### config.mk
export PLATFORM = sky130hd
export DESIGN_NAME = single_pole_iir_integer_filter
export DESIGN_NICKNAME = d
export VERILOG_FILES = /design/src/rtl/spiir_pkg.sv /design/src/rtl/spiir_div.sv /design/src/rtl/single_pole_iir_integer_filter.sv
export SDC_FILE = /design/constraint.sdc
export NUM_CORES = 1
export LEC_CHECK = 0
export BUFFER_PORTS_ARGS = -buffer_cell sky130_fd_sc_hd__buf_2
export CAP_MARGIN = 20
export CORE_ASPECT_RATIO = 0.6
export CORE_MARGIN = 2
export CORE_UTILIZATION = 50
export CTS_BUF_LIST = sky130_fd_sc_hd__clkbuf_8
export DETAILED_ROUTE_END_ITERATION = 8
export PLACE_DENSITY = 0.74
export SLEW_MARGIN = 20
export SYNTH_ARGS = -nofsm -noshare
export SYNTH_HDL_FRONTEND = slang
export SYNTH_SLANG_ARGS = --single-unit
export TNS_END_PERCENT = 20
### constraint.sdc
create_clock -name clock -period 4.6 [get_ports clock]
set_input_delay 0.92 -clock clock [delete_from_list [all_inputs] [get_ports clock]]
set_output_delay 0.92 -clock clock [all_outputs]
set_load 0.05 [all_outputs]
### src/rtl/spiir_pkg.sv
// ----------------------------------------------------------------------------
// spiir_pkg
// Shared widths, register indexes and types for the single-pole IIR filter.
// ----------------------------------------------------------------------------
`default_nettype none

package spiir_pkg;

   localparam int SAMPLE_W = 16;
   localparam int SCALE_W  = 15;
   localparam int KDIV_W   = 16;
   localparam int ACC_W    = 32;
   localparam int CSR_W    = 16;

   localparam logic CSR_SCALE = 1'b0;
   localparam logic CSR_KDIV  = 1'b1;

   localparam logic [SAMPLE_W-1:0] OUT_MAX = '1;

   typedef struct packed {
      logic busy;
      logic done;
   } div_status_type;

endpackage

`default_nettype wire

### src/rtl/spiir_div.sv
// ----------------------------------------------------------------------------
// spiir_div
// Radix-2 restoring divider, one quotient bit per cycle.
// ----------------------------------------------------------------------------
`default_nettype none

module spiir_div (
   input  wire logic                        clock,
   input  wire logic                        reset,
   input  wire logic                        start,
   input  wire logic [spiir_pkg::ACC_W-1:0]  dividend,
   input  wire logic [spiir_pkg::KDIV_W-1:0] divisor,
   output logic      [spiir_pkg::ACC_W-1:0]  quotient,
   output spiir_pkg::div_status_type         status
);
   import spiir_pkg::*;

   localparam int CNT_W = $clog2(ACC_W);

   logic                busy_ff, busy_in;
   logic                done_ff, done_in;
   logic [CNT_W-1:0]    cnt_ff, cnt_in;
   logic [ACC_W-1:0]    quo_ff, quo_in;
   logic [KDIV_W-1:0]   rem_ff, rem_in;
   logic [KDIV_W-1:0]   dvs_ff, dvs_in;

   logic [KDIV_W:0]     rem_sh;
   logic [KDIV_W:0]     trial;
   logic                ge;

   always_comb begin
      rem_sh = {rem_ff, quo_ff[ACC_W-1]};
      ge     = rem_sh >= {1'b0, dvs_ff};
      trial  = rem_sh - {1'b0, dvs_ff};

      busy_in = busy_ff;
      done_in = 1'b0;
      cnt_in  = cnt_ff;
      quo_in  = quo_ff;
      rem_in  = rem_ff;
      dvs_in  = dvs_ff;

      if (start && !busy_ff) begin
         busy_in = 1'b1;
         cnt_in  = '0;
         quo_in  = dividend;
         rem_in  = '0;
         dvs_in  = divisor;
      end else if (busy_ff) begin
         quo_in = {quo_ff[ACC_W-2:0], ge};
         rem_in = ge ? trial[KDIV_W-1:0] : rem_sh[KDIV_W-1:0];
         cnt_in = cnt_ff + 1'b1;
         if (cnt_ff == CNT_W'(ACC_W - 1)) begin
            busy_in = 1'b0;
            done_in = 1'b1;
         end
      end
   end

   always_ff @(posedge clock) begin
      if (reset) begin
         busy_ff <= 1'b0;
         done_ff <= 1'b0;
         cnt_ff  <= '0;
      end else begin
         busy_ff <= busy_in;
         done_ff <= done_in;
         cnt_ff  <= cnt_in;
      end
      quo_ff <= quo_in;
      rem_ff <= rem_in;
      dvs_ff <= dvs_in;
   end

   assign quotient    = quo_ff;
   assign status.busy = busy_ff;
   assign status.done = done_ff;

endmodule

`default_nettype wire

### src/rtl/single_pole_iir_integer_filter.sv
// ----------------------------------------------------------------------------
// single_pole_iir_integer_filter
// Integer exponential moving average of unsigned 16-bit readings.
// ----------------------------------------------------------------------------
// Steps from item accept to rsp_tvalid: a shift-add multiply of sample by
// scale, then two passes of the shared serial divider (correction / k, then
// accumulator / scale), plus control steps. A new item is accepted only in
// idle, once the last one is through; the next item is taken while a result
// waits on rsp. Reset clears the accumulator, the seeded flag and sets both
// registers to 1.
// ----------------------------------------------------------------------------
`default_nettype none

module single_pole_iir_integer_filter (
   input  wire logic                           clock,
   input  wire logic                           reset,
   input  wire logic                           req_tvalid,
   output logic                                req_tready,
   input  wire logic [spiir_pkg::SAMPLE_W-1:0] req_tdata,   // [15:0] sample
   output logic                                rsp_tvalid,
   input  wire logic                           rsp_tready,
   output logic      [spiir_pkg::SAMPLE_W-1:0] rsp_tdata,   // [15:0] filtered
   input  wire logic                           csr_wr_en,
   input  wire logic                           csr_index,
   input  wire logic [spiir_pkg::CSR_W-1:0]    csr_wdata
);
   import spiir_pkg::*;

   typedef enum logic [6:0] {
      ST_IDLE = 7'b0000001,
      ST_MUL  = 7'b0000010,
      ST_DIFF = 7'b0000100,
      ST_QUO  = 7'b0001000,
      ST_SCL  = 7'b0010000,
      ST_RES  = 7'b0100000,
      ST_OUT  = 7'b1000000
   } state_type;

   state_type              state_ff, state_in;
   logic [SCALE_W-1:0]     scale_ff, scale_in;
   logic [KDIV_W-1:0]      kdiv_ff, kdiv_in;
   logic [ACC_W-1:0]       acc_ff, acc_in;
   logic                   primed_ff, primed_in;
   logic [ACC_W-1:0]       prod_ff, prod_in;
   logic [ACC_W-1:0]       mcand_ff, mcand_in;
   logic [SAMPLE_W-1:0]    mplier_ff, mplier_in;
   logic [3:0]             cnt_ff, cnt_in;
   logic                   neg_ff, neg_in;
   logic                   rsp_valid_ff, rsp_valid_in;
   logic [SAMPLE_W-1:0]    rsp_data_ff, rsp_data_in;

   logic [SCALE_W-1:0]     gain;
   logic [KDIV_W-1:0]      kval;
   logic [ACC_W-1:0]       acc_base;
   logic [ACC_W:0]         diff;
   logic [ACC_W:0]         diff_neg;
   logic                   div_start;
   logic [ACC_W-1:0]       div_dividend;
   logic [KDIV_W-1:0]      div_divisor;
   logic [ACC_W-1:0]       div_quotient;
   div_status_type         div_stat;

   assign gain = (scale_ff == '0) ? SCALE_W'(1) : scale_ff;
   assign kval = (kdiv_ff == '0) ? KDIV_W'(1) : kdiv_ff;

   spiir_div u_div (
      .clock    (clock),
      .reset    (reset),
      .start    (div_start),
      .dividend (div_dividend),
      .divisor  (div_divisor),
      .quotient (div_quotient),
      .status   (div_stat)
   );

   always_comb begin
      state_in     = state_ff;
      scale_in     = scale_ff;
      kdiv_in      = kdiv_ff;
      acc_in       = acc_ff;
      primed_in    = primed_ff;
      prod_in      = prod_ff;
      mcand_in     = mcand_ff;
      mplier_in    = mplier_ff;
      cnt_in       = cnt_ff;
      neg_in       = neg_ff;
      rsp_valid_in = rsp_valid_ff;
      rsp_data_in  = rsp_data_ff;
      div_start    = 1'b0;
      div_dividend = '0;
      div_divisor  = kval;

      acc_base = primed_ff ? acc_ff : prod_ff;
      diff     = {1'b0, prod_ff} - {1'b0, acc_base};
      diff_neg = '0 - diff;

      if (csr_wr_en) begin
         case (csr_index)
            CSR_SCALE: scale_in = csr_wdata[SCALE_W-1:0];
            CSR_KDIV:  kdiv_in  = csr_wdata[KDIV_W-1:0];
            default:   ;
         endcase
      end

      if (rsp_valid_ff && rsp_tready) begin
         rsp_valid_in = 1'b0;
      end

      case (state_ff)
         ST_IDLE: begin
            if (req_tvalid) begin
               prod_in   = '0;
               mcand_in  = ACC_W'(gain);
               mplier_in = req_tdata;
               cnt_in    = '0;
               state_in  = ST_MUL;
            end
         end
         ST_MUL: begin
            if (mplier_ff[0]) begin
               prod_in = prod_ff + mcand_ff;
            end
            mcand_in  = {mcand_ff[ACC_W-2:0], 1'b0};
            mplier_in = {1'b0, mplier_ff[SAMPLE_W-1:1]};
            cnt_in    = cnt_ff + 1'b1;
            if (cnt_ff == 4'hF) begin
               state_in = ST_DIFF;
            end
         end
         ST_DIFF: begin
            acc_in       = acc_base;
            primed_in    = 1'b1;
            neg_in       = diff[ACC_W];
            div_start    = 1'b1;
            div_dividend = diff[ACC_W] ? diff_neg[ACC_W-1:0] : diff[ACC_W-1:0];
            div_divisor  = kval;
            state_in     = ST_QUO;
         end
         ST_QUO: begin
            if (div_stat.done) begin
               acc_in   = neg_ff ? (acc_ff - div_quotient) : (acc_ff + div_quotient);
               state_in = ST_SCL;
            end
         end
         ST_SCL: begin
            div_start    = 1'b1;
            div_dividend = acc_ff;
            div_divisor  = KDIV_W'(gain);
            state_in     = ST_RES;
         end
         ST_RES: begin
            if (div_stat.done) begin
               state_in = ST_OUT;
            end
         end
         ST_OUT: begin
            // quotient holds while the divider is idle
            if (!rsp_valid_ff || rsp_tready) begin
               rsp_data_in  = (div_quotient[ACC_W-1:SAMPLE_W] != '0) ? OUT_MAX
                                                                     : div_quotient[SAMPLE_W-1:0];
               rsp_valid_in = 1'b1;
               state_in     = ST_IDLE;
            end
         end
         default: begin
            state_in = ST_IDLE;
         end
      endcase
   end

   always_ff @(posedge clock) begin
      if (reset) begin
         state_ff     <= ST_IDLE;
         scale_ff     <= SCALE_W'(1);
         kdiv_ff      <= KDIV_W'(1);
         acc_ff       <= '0;
         primed_ff    <= 1'b0;
         cnt_ff       <= '0;
         rsp_valid_ff <= 1'b0;
      end else begin
         state_ff     <= state_in;
         scale_ff     <= scale_in;
         kdiv_ff      <= kdiv_in;
         acc_ff       <= acc_in;
         primed_ff    <= primed_in;
         cnt_ff       <= cnt_in;
         rsp_valid_ff <= rsp_valid_in;
      end
      prod_ff     <= prod_in;
      mcand_ff    <= mcand_in;
      mplier_ff   <= mplier_in;
      neg_ff      <= neg_in;
      rsp_data_ff <= rsp_data_in;
   end

   assign req_tready = (state_ff == ST_IDLE);
   assign rsp_tvalid = rsp_valid_ff;
   assign rsp_tdata  = rsp_data_ff;

   a_acc_range : assert property (@(posedge clock) disable iff (reset)
      !acc_ff[ACC_W-1])
      else $error("accumulator out of range");

   a_div_done_state : assert property (@(posedge clock) disable iff (reset)
      div_stat.done |-> (state_ff == ST_QUO || state_ff == ST_RES))
      else $error("divider finished outside a wait state");

   a_primed_after_diff : assert property (@(posedge clock) disable iff (reset)
      (state_ff == ST_DIFF) |=> primed_ff)
      else $error("filter not seeded after first item");

   a_div_idle_on_start : assert property (@(posedge clock) disable iff (reset)
      div_start |-> !div_stat.busy)
      else $error("divider started while busy");

endmodule

`default_nettype wire
==> results by group, run 1 <==
Logic synthesis
  – Syn Nets: 2,112
  – Post-synthesis cell count: about 2,000
  – Mapped Area: 17,000 sq um
  – Seq/Total Area, Yosys: 37.2%
  – Async S/R FF share, synth: 0%
  – Syn Area/Cell: 8.71 sq um
  – Yosys Warn Count: 0
  – Library cells used by synthesis: 81
  – Number of flops mapped to enable cells by yosys: 145
  – Post-synthesis register bit count: approximately 240
  – Top_reg_cell synth: edfxtp_1

Job
  – Max-Cap Viols: 0

Worst setup path
  – Max stage delay cell, worst path: dfxtp_2
  – R2R setup slack: 190 ps
  – Max incr delay on CP: 510 ps
  – Worst r2r src: primed_ff
  – Reg2reg path depth: 14
  – CP cell instances: buf_4, mux2i_1, ha_1, and4_1, and2_1, o211ai_1, o21a_1, o21a_1, xnor2_1, nor3_4, nand4_1, o31ai_2, xnor2_1, o21ai_1
  – Startpoint Class: flop
  – Critical path startpoint: primed_ff
  – Req. time, crit path: 4890 ps
  – Setup Crit Path Kind: flop to flop
  – Delay-heaviest family, CP: compound AO/OA/AOI/OAI gates
  – CP max FO: 10
  – R2r endpoint: u_div.quotient[28]
  – Worst setup EP type: flop
  – CP Depth: 14
  – CP Capture Point: u_div.quotient[28]
  – CP bufs+invs: 1
  – Worst EP arrival: 4690 ps

Clocking
  – Worst-path clk slew: 60 ps
  – Clk_lat worst skew: 580 ps
  – Number of H-tree levels: 2
  – TritonCTS clock tree: yes
  – Sink Count: 244
  – Clock tree buffer depth: 3
  – Clock Root Buffer: clkbuf_8
  – CTS buffer count: 39

Routing
  – Vias/cell: roughly 6
  – DR vias: 15,300
  – Detailed Routing Iterations Pass 1: 6
  – 1st-iter DRT viols: around 1,700
  – Wirelength per Cell: approximately 20 um
  – Routed Antenna Nets: 0
  – DR DRC count: 0
  – Total wire length: 50,400 um

Floorplanning
  – Die ar.: 35,600 sq um
  – I/O Pins: 56
  – Chip height: 147 um
  – Starting Density: 50.6%
  – Core Rows: 52
  – Core Region: 33,600 sq um
  – Chip width: 242 um

STA
  – Setup Skew: 31.0 ps
  – Slew Limit Fails: 0
  – Slew HR: 22.1%
  – Setup violators final: 0
  – Final period util: a little over nine tenths
  – Minimum clock period: 4410 ps
  – Final WS setup: about 190 ps
  – Slew at the pin with the worst max-slew slack: 1170 ps
  – Fmax achieved: 227 MHz
  – Unrepaired setup endpoints after global routing: true
  – Fin Hold WS: between 400 and 500 ps
  – Fin. Hold Viols: 0

Finish
  – Fillers: 2,993
  – Share of cells above drive strength 1: about an eighth
  – Commonest cells after routing, fill and taps aside: 275 x nand2_1, 182 x nor2_1, 146 x a21oi_1
  – Antenna Cells: 0
  – Nets: approximately 2,200
  – Area growth syn-to-layout: 11.9%
  – Commonest non-fill, non-tap cell in the layout: nand2_1
  – Fin cells: 2,524

Global routing
  – GRT overflow: 0
  – Overall routing resource usage: 27.9%
  – Vias in the first global route: 14,000
  – Largest net degree at the start of global routing: 65
  – First-pass GRT wire length: 78,400 um
  – Antenna violations before repair: 0

Placed design
  – Worst slack at placement: -27.5 ps
  – Buffers on Ports: 55
  – RD Place Congestion: 0.989
  – Hpwl dp: 37,800 um
  – Cell count after placement: 2,451

Hold path
  – Hold wc startpoint: kdiv_ff[5]
  – Hold Crit Class: flop to flop

Power and ir drop
  – Leakage: 7.61 nW
  – Maximum vdd drop: between 200 and 300 uV
  – Final Total Pwr: 7.01 mW
  – Pwr/cell area: 368 nW/um^2

Outcome
  – Outcome: finished, final reports clean
-- area by class of cell --
type	instances	area, sq um	area share [%]
Timing Repair Buffer	117	766	4.02
Inverter	64	240	1.26
Clock inverter	31	251	1.32
Multi-Input combinational cell	1568	10300	54.1
Sequential cell	244	6340	33.3
Clock buffer	41	564	2.96
Tap cell	459	574	3.02
-- metrics by stage --
stage / setup TNS (ps) / cell area, sq um / util [%]
after global placement: 0 / 18100 / 53.8
after CTS: 0 / 18900 / 56.2
final: 0 / 19000 / 56.6
after floorplan: 0 / 17000 / -
after detailed placement: -27.5 / 18100 / 53.8
after global routing: -12.0 / 19000 / 56.6
-- cells in the mapped netlist, types with 30 or more instances --
master    count  area share [%]
a211oi_1     30             1.3
a21o_1       48             2.1
a21oi_1     150             4.4
and2_1       38             1.4
clkbuf_1     65             1.4
dfxtp_1      99              12
edfxtp_1    145              26
ha_1        117             8.6
inv_1        63             1.4
mux2i_1      40             2.4
nand2_1     275             6.1
nand2b_1     37             1.4
nand3_1      34             1.0
nor2_1      182             4.0
nor3_1       55             1.6
o21ai_0      93             2.7
xnor2_1      95             4.9
xor2_1       53             2.7
-- power breakdown --
group	switching [mW]	total (mW)	leakage, nW	internal (mW)
registers	0.130	2.60	2.12	2.47
logic	1.48	2.40	5.03	0.919
clock network	0.944	2.01	0.465	1.06
-- cell families (layout without fill, tap and decap cells) --
family	after synthesis	in the layout	share of synthesized area, %
XOR/XNOR	149	149	7.71
flip-flops	244	244	37.2
multiplexers	50	50	3.01
AND/OR/NAND/NOR	733	733	20.3
buffers and inverters	141	253	3.15
AO/OA/AOI/OAI	515	515	19.6
adder cells (fa/ha/maj)	121	121	9.07
-- sequential cells by signal, indices dropped and copies added, names as in the netlist, 4 cells and up --
signal	cells
acc_ff	32
cnt_ff	4
kdiv_ff	16
mcand_ff	32
mplier_ff	16
prod_ff	32
rsp_tdata	16
scale_ff	15
state_ff	7
u_div.cnt_ff	5
u_div.dvs_ff	16
u_div.quotient	32
u_div.rem_ff	16
-- worst register-to-register path: stages, from the launching register on --
cell and delay [ps]:
dfxtp_2 510, buf_4 210, mux2i_1 320, ha_1 420
and4_1 310, and2_1 160, o211ai_1 320, o21a_1 250
o21a_1 310, xnor2_1 180, nor3_4 310, nand4_1 280
o31ai_2 300, xnor2_1 160, o21ai_1 80
-- metal layers --
| layer | routed length (um) | GRT usage [%] | up-vias | part of all wire (%) |
|---|---|---|---|---|
| li1 | - | - | 7253 | - |
| met5 | 0 | 0 | - | 0 |
| met2 | 18700 | 35.3 | 766 | 37 |
| met4 | 583 | 5.22 | 0 | 1.2 |
| met1 | 24600 | 45.1 | 7179 | 49 |
| met3 | 6510 | 8.68 | 65 | 13 |
-- timing repair --
item / CTS / global route
endpoints found under the hold margin: 0 / 0
resized for setup: 2 / 23
setup buffers: 0 / 1
hold buffers: 0 / 0
pin swaps: 0 / 7
setup endpoints to repair: 1 / 16
-- worst min-delay path by stage --
stage / endpoint / slack, ps / depth (start not counted)
global route: kdiv_ff[1] / 490 / 2
floorplan: u_div.rem_ff[15] / 430 / 2
detailed placement: kdiv_ff[5] / 470 / 2
finish: kdiv_ff[5] / 480 / 2
global placement: u_div.rem_ff[15] / 440 / 2
CTS: kdiv_ff[5] / 470 / 2
No activity file was read; power rests on OpenSTA's default activity.
==> run 2: changes to the inputs <==
--- a/config.mk
+++ b/config.mk
@@ -12,7 +12,7 @@
 export CORE_UTILIZATION = 50
 export CTS_BUF_LIST = sky130_fd_sc_hd__clkbuf_8
 export DETAILED_ROUTE_END_ITERATION = 8
-export PLACE_DENSITY = 0.74
+export PLACE_DENSITY = 0.7
 export SLEW_MARGIN = 20
 export SYNTH_ARGS = -nofsm -noshare
 export SYNTH_HDL_FRONTEND = slang
==> constraint.sdc (replaced) <==
create_clock -name clock -period 4.6 [get_ports clock]
set_input_delay 0.92 -clock clock [delete_from_list [all_inputs] [get_ports clock]]
set_output_delay 0.92 -clock clock [all_outputs]
set_load 0.005 [all_outputs]
==> results by group, run 2 (synthesis gave the netlist of run 1 again) <==
Outcome
  – Outcome: finished, final reports clean

STA
  – Minimum clock period: 4370 ps (-40.0 ps)
  – Slew Limit Fails: 0 (unchanged)
  – Fmax achieved: 229 MHz (+0.92%)
  – Post-route setup TNS: 0 ps (unchanged)
  – Setup violators final: 0 (unchanged)
  – Final period util: 95.0% (-0.87 points)
  – Setup Skew: 45.7 ps (+14.8 ps)
  – Slew HR: 30.7% (+8.6 points)
  – Fin. Hold Viols: 0 (unchanged)
  – Fin Hold WS: 469 ps (-7.16 ps)
  – Unrepaired setup endpoints after global routing: true
  – Slew at the pin with the worst max-slew slack: 1040 ps (-129 ps)

Routing
  – Vias/cell: 5.98 (-1.1%)
  – 1st-iter DRT viols: 1,968 (+16%)
  – DR vias: 15,000 (-1.7%)
  – Wirelength per Cell: 19.5 um (-2.1%)
  – Routed met3 length: 6230 um (-4.2%)
  – Total wire length: 49,000 um (-2.7%)
  – WL met1: 25,300 um (+2.8%)
  – Highest Signal Layer: met5
  – DR DRC count: 0 (unchanged)
  – DR WL met2: 16,900 um (-9.6%)
  – Detailed Routing Iterations Pass 1: 6 (unchanged)
  – Routed Antenna Nets: 0 (unchanged)

Finish
  – Antenna Cells: 0 (unchanged)
  – Commonest cells after routing, fill and taps aside: 275 x nand2_1, 181 x nor2_1, 149 x a21oi_1
  – Nets: 2,177 (-0.73%)
  – Area growth syn-to-layout: 10.2%
  – Post-layout util: 55.8% (-0.83 points)
  – Share of cells above drive strength 1: 10.5% (-1.2 points)
  – Commonest non-fill, non-tap cell in the layout: nand2_1
  – Final Cell Area: 18,800 sq um (-1.5%)

Hold path
  – Hold Crit Class: flop to flop
  – Hold Path Depth: 2 (unchanged)
  – Hold wc startpoint: u_div.rem_ff[15]
  – Worst Hold Endpoint: u_div.rem_ff[15]

Worst setup path
  – R2R setup slack: 230 ps (+40 ps)
  – Setup Crit Path Kind: flop to flop
  – Worst setup EP type: flop
  – Req. time, crit path: 5080 ps (+190 ps)
  – R2r endpoint: acc_ff[27]
  – Worst EP arrival: 4850 ps (+160 ps)
  – Startpoint Class: flop
  – Worst r2r src: u_div.quotient[6]
  – Reg2reg path depth: 17 (+3)
  – CP max FO: 5 (-5)

Global routing
  – Antenna violations before repair: 1 (+1)
  – Largest net degree at the start of global routing: 60 (-7.7%)
  – GRT overflow: 0 (unchanged)
  – Overall routing resource usage: 27.2% (-0.66 points)
  – Vias in the first global route: 13,600 (-3.1%)
  – First-pass GRT wire length: 76,500 um (-2.5%)

Floorplanning
  – Core Region: 33,600 sq um (unchanged)
  – I/O Pins: 56 (unchanged)
  – Starting Density: 50.6% (unchanged)
  – Die ar.: 35,600 sq um (unchanged)
  – Chip width: 242 um (unchanged)
  – Core Rows: 52 (unchanged)
  – Chip height: 147 um (unchanged)

Placed design
  – Buffers on Ports: 55 (unchanged)
  – RD Place Congestion: 0.920 (-6.9%)
  – Hpwl dp: 37,400 um (-1.1%)
  – Post-placement cell area: 17,900 sq um (-0.86%)

Clocking
  – Number of H-tree levels: 2 (unchanged)
  – TritonCTS clock tree: yes
  – Clock tree buffer depth: 3 (unchanged)
  – Hold-fix buffers at CTS: 0 (unchanged)
  – Clk_lat worst skew: 580 ps (about the same)
  – CTS buffer count: 41 (+5.1%)
  – Worst-path clk slew: 70 ps (about the same)
  – Sink Count: 244 (unchanged)
  – Clock Root Buffer: clkbuf_8

Power and ir drop
  – Maximum vdd drop: 231 uV (-22%)
  – Pwr/cell area: 362 nW/um^2 (-1.6%)
  – Leakage: 7.46 nW (-2.0%)
  – Final Total Pwr: 6.80 mW (-3.0%)

Job
  – Max-Cap Viols: 0 (unchanged)
-- run 2: changes by cell type in the layout (fill, tap and decap cells not counted), sizes merged --
cell	before	now
clkinvlp	2	4
bufinv	4	1
clkinv	9	12
inv	80	75
clkbuf	41	45
buf	117	99
-- run 2: stage by stage --
step / setup WS (ps) / std cells
6_report: 232 / 2507
5_1_grt: -4.11 / 2507
4_1_cts: 62.3 / 2506
3_5_place_dp: 96.7 / 2433
3_3_place_gp: 64.9 / 2433
2_1_floorplan: 326 / 1953
-- run 2: critical path, stage by stage, from the launching register on --
cell	delay, ps
edfxtp_1	390
or4_1	620
nor4b_2	240
buf_4	180
nor2_1	50
xnor2_1	160
ha_1	350
nand4_1	210
nor3_1	220
inv_1	70
a211oi_2	290
o21ai_1	160
a31oi_1	300
a21oi_1	180
o21bai_1	220
xor2_1	310
nand3_1	150
a21oi_1	170
-- run 2: worst max path at each step --
stage,startpoint,end,cells past startpoint
floorplan,primed_ff,u_div.quotient[28],16
global placement,u_div.quotient[6],acc_ff[31],17
detailed placement,u_div.quotient[6],acc_ff[31],17
CTS,u_div.quotient[6],acc_ff[31],17
global route,u_div.quotient[6],acc_ff[30],17
finish,u_div.quotient[6],acc_ff[27],17
-- run 2: final cells by class --
class / instances / area [sq um]
Tap cell: 459 / 574
Sequential cell: 244 / 6340
Clock buffer: 45 / 619
Timing Repair Buffer: 99 / 618
Fill cell: 3041 / 14900
Clock inverter: 28 / 155
Inverter: 64 / 240
Multi-Input combinational cell: 1568 / 10200
-- run 2: metal layers --
metal	GRT usage [%]	vias up
li1	-	7210
met1	46.4	6978
met2	32.2	755
met3	8.00	54
met4	4.44	2
met5	0	-
-- run 2: what timing repair did --
item                                    in CTS  in global routing
resized for setup                            0                 12
setup buffers                                0                  1
endpoints found under the setup margin       0                 12
hold endpoints to repair                     0                  0
-- run 2: report_power, final --
group	switching (mW)	internal [mW]	total [mW]
Combinational	1.44	0.877	2.32
Clock	0.941	0.960	1.90
Sequential	0.114	2.47	2.58
==> run 3: changes to the inputs <==
--- a/config.mk
+++ b/config.mk
@@ -7,13 +7,14 @@
 export LEC_CHECK = 0
 export BUFFER_PORTS_ARGS = -buffer_cell sky130_fd_sc_hd__buf_2
 export CAP_MARGIN = 20
+export CELL_PAD_IN_SITES_DETAIL_PLACEMENT = 0
+export CELL_PAD_IN_SITES_GLOBAL_PLACEMENT = 1
 export CORE_ASPECT_RATIO = 0.6
 export CORE_MARGIN = 2
 export CORE_UTILIZATION = 50
 export CTS_BUF_LIST = sky130_fd_sc_hd__clkbuf_8
 export DETAILED_ROUTE_END_ITERATION = 8
-export PLACE_DENSITY = 0.7
-export SLEW_MARGIN = 20
+export PLACE_DENSITY = 0.87
 export SYNTH_ARGS = -nofsm -noshare
 export SYNTH_HDL_FRONTEND = slang
 export SYNTH_SLANG_ARGS = --single-unit
==> results by group, run 3 (synthesis gave the netlist of run 1 again) <==
Global routing
  – Vias in the first global route: 13,200 (-3.0%)
  – Largest net degree at the start of global routing: 65 (+8.3%)
  – Overall routing resource usage: 26.8% (-0.40 points)
  – First-pass GRT wire length: 75,500 um (-1.2%)
  – GRT overflow: 0 (unchanged)
  – Antenna violations before repair: 3 (+2)

STA
  – Fin. Hold Viols: 0 (unchanged)
  – Slew at the pin with the worst max-slew slack: 1030 ps (-5.68 ps)
  – Final period util: 93.5% (-1.4 points)
  – Setup violators final: 0 (unchanged)
  – Slew Limit Fails: 0 (unchanged)
  – Minimum clock period: 4300 ps (-66.0 ps)
  – Slew HR: 31.1% (+0.38 points)
  – Fin Hold WS: 464 ps (-5.10 ps)
  – Fmax achieved: 232 MHz (+1.5%)
  – Setup Skew: 35.5 ps (-10.3 ps)
  – Unrepaired setup endpoints after global routing: true

Power and ir drop
  – Sw Share: 36.1% (-0.55 points)
  – Psw: 2.47 mW (-0.93%)
  – Comb power frac: 33.5% (-0.6 points)
  – Final Total Pwr: 6.84 mW (+0.59%)
  – Leakage: 7.48 nW (+0.29%)
  – Register share of total power: 37.8% (-0.2 points)
  – Clock power frac: 28.7% (+0.8 points)
  – Internal Power: 4.37 mW (+1.5%)
  – Maximum vdd drop: 191 uV (-17%)
  – Pwr/cell area: 365 nW/um^2 (+0.58%)

Worst setup path
  – CP cell instances: or4_4, nor4b_2, buf_4, a21oi_1, xnor2_1, ha_1, a21o_1, a21o_1, a21o_1, a2111oi_2, a311oi_2, o21ai_2, or3b_2, o211ai_1, o21ai_1, nor2_1
  – Max incr delay on CP: 570 ps (-50 ps)
  – Max stage delay cell, worst path: or4_4
  – Worst EP arrival: 4800 ps (-50 ps)
  – Most frequent CP cell: a21o_1
  – Setup Crit Path Kind: flop to flop
  – R2R setup slack: 300 ps (+70 ps)
  – Req. time, crit path: 5100 ps (+20 ps)
  – Worst setup EP type: flop
  – CP max FO: 5 (unchanged)
  – Startpoint Class: flop
  – R2r endpoint: acc_ff[22]
  – Worst r2r src: u_div.quotient[6]
  – Critical path startpoint: u_div.quotient[6]
  – CP Capture Point: acc_ff[22]
  – Reg2reg path depth: 16 (-1)

Finish
  – Fin cells: 2,504 (-0.12%)
  – Area growth syn-to-layout: 10.2% (about the same)
  – Nets: 2,172 (-0.23%)
  – Fillers: 3,042 (+0.033%)
  – Commonest cells after routing, fill and taps aside: 275 x nand2_1, 181 x nor2_1, 149 x a21oi_1
  – Area of the multi-input gates: 10,200 sq um (+0.16%)
  – Commonest non-fill, non-tap cell in the layout: nand2_1
  – Register Area: 6340 sq um (about the same)
  – Share of cells above drive strength 1: 10.6% (+0.069 points)

Clocking
  – Worst-path clk slew: 60 ps (about the same)
  – Clock Root Buffer: clkbuf_8
  – TritonCTS clock tree: yes
  – Clock tree buffer depth: 3 (unchanged)
  – CTS buffer count: 40 (-2.4%)
  – Sink Count: 244 (unchanged)
  – Number of H-tree levels: 2 (unchanged)
  – Post-CTS Setup Inserts: 0 (unchanged)
  – Hold-fix buffers at CTS: 0 (unchanged)
  – Clk_lat worst skew: 580 ps (about the same)

Job
  – Max-Cap Viols: 0 (unchanged)

Outcome
  – Outcome: finished, final reports clean

Floorplanning
  – Starting Density: 50.6% (unchanged)
  – Core Region: 33,600 sq um (unchanged)
  – I/O Pins: 56 (unchanged)
  – Chip height: 147 um (unchanged)
  – Die ar.: 35,600 sq um (unchanged)
  – Core Rows: 52 (unchanged)
  – Chip width: 242 um (unchanged)

Routing
  – Total wire length: 48,500 um (-0.90%)
  – DR DRC count: 0 (unchanged)
  – Vias/cell: 5.97 (-0.14%)
  – Routed Antenna Nets: 0 (unchanged)
  – Detailed Routing Iterations Pass 1: 6 (unchanged)
  – DR vias: 15,000 (-0.26%)
  – Wirelength per Cell: 19.4 um (-0.79%)
  – 1st-iter DRT viols: 1,823 (-7.4%)

Placed design
  – Buffers on Ports: 55 (unchanged)
  – Hpwl dp: 36,900 um (-1.4%)
  – RD Place Congestion: 0.928 (+0.89%)
  – Cell count after placement: 2,429 (-0.16%)

Hold path
  – Hold Crit Class: flop to flop
run 3: stage by stage:
step / util [%] / TNS [ps] / cell area [sq um] / worst slack (ps)
floorplan: - / 0 / 17000 / 326
global placement: 53.2 / 0 / 17900 / 121
finish: 55.8 / 0 / 18800 / 298
CTS: 55.6 / 0 / 18700 / 115
detailed placement: 53.2 / 0 / 17900 / 178
global route: 55.8 / -54.9 / 18800 / -24.5
run 3: power by group through the flow:
stage / registers (mW) / clock network (mW) / logic (mW)
after CTS: 2.58 / 1.99 / 2.21
after global placement: 2.62 / 0 / 2.16
after floorplan: 2.57 / 0 / 1.70
after global routing: 2.60 / 2.08 / 2.50
after detailed placement: 2.63 / 0 / 2.20
final: 2.59 / 1.97 / 2.29
run 3: how the worst min path moves through the flow:
stage	start	end	cells after the start	slack [ps]
finish	u_div.rem_ff[15]	u_div.rem_ff[15]	2	460
global route	u_div.rem_ff[15]	u_div.rem_ff[15]	2	490
CTS	u_div.rem_ff[15]	u_div.rem_ff[15]	2	470
detailed placement	u_div.rem_ff[15]	u_div.rem_ff[15]	2	450
global placement	u_div.rem_ff[15]	u_div.rem_ff[15]	2	440
floorplan	u_div.rem_ff[15]	u_div.rem_ff[15]	2	430
run 3: area by class of cell:
class                   instances  share of cell area, %
well taps                     459                   3.06
repair buffers                 95                   3.07
clock inverters                27                  0.907
clock buffers                  46                   3.37
inverters                      64                   1.28
diodes                          1                 0.0133
flip-flops and latches        244                   33.8
multi-input cells            1568                   54.5
run 3: layer usage:
layer / part of all wire (%) / global-route usage, %
met1: 53 / 45.9
met2: 34 / 31.8
met3: 11 / 6.89
met4: 1.4 / 5.43
met5: 0 / 0
run 3: critical path, delay by kind of cell, from the launching register on:
family          cells  cell delay [ps]
compound gates      9             1750
xor+xnor            1              160
fa+ha+maj           1              350
buf+inv             1              170
flops               1              390
simple gates        4             1400
run 3: repair_timing:
item                                    CTS  global route
endpoints found under the setup margin    0            17
gates resized for setup                   0            16
hold endpoints to repair                  0             0
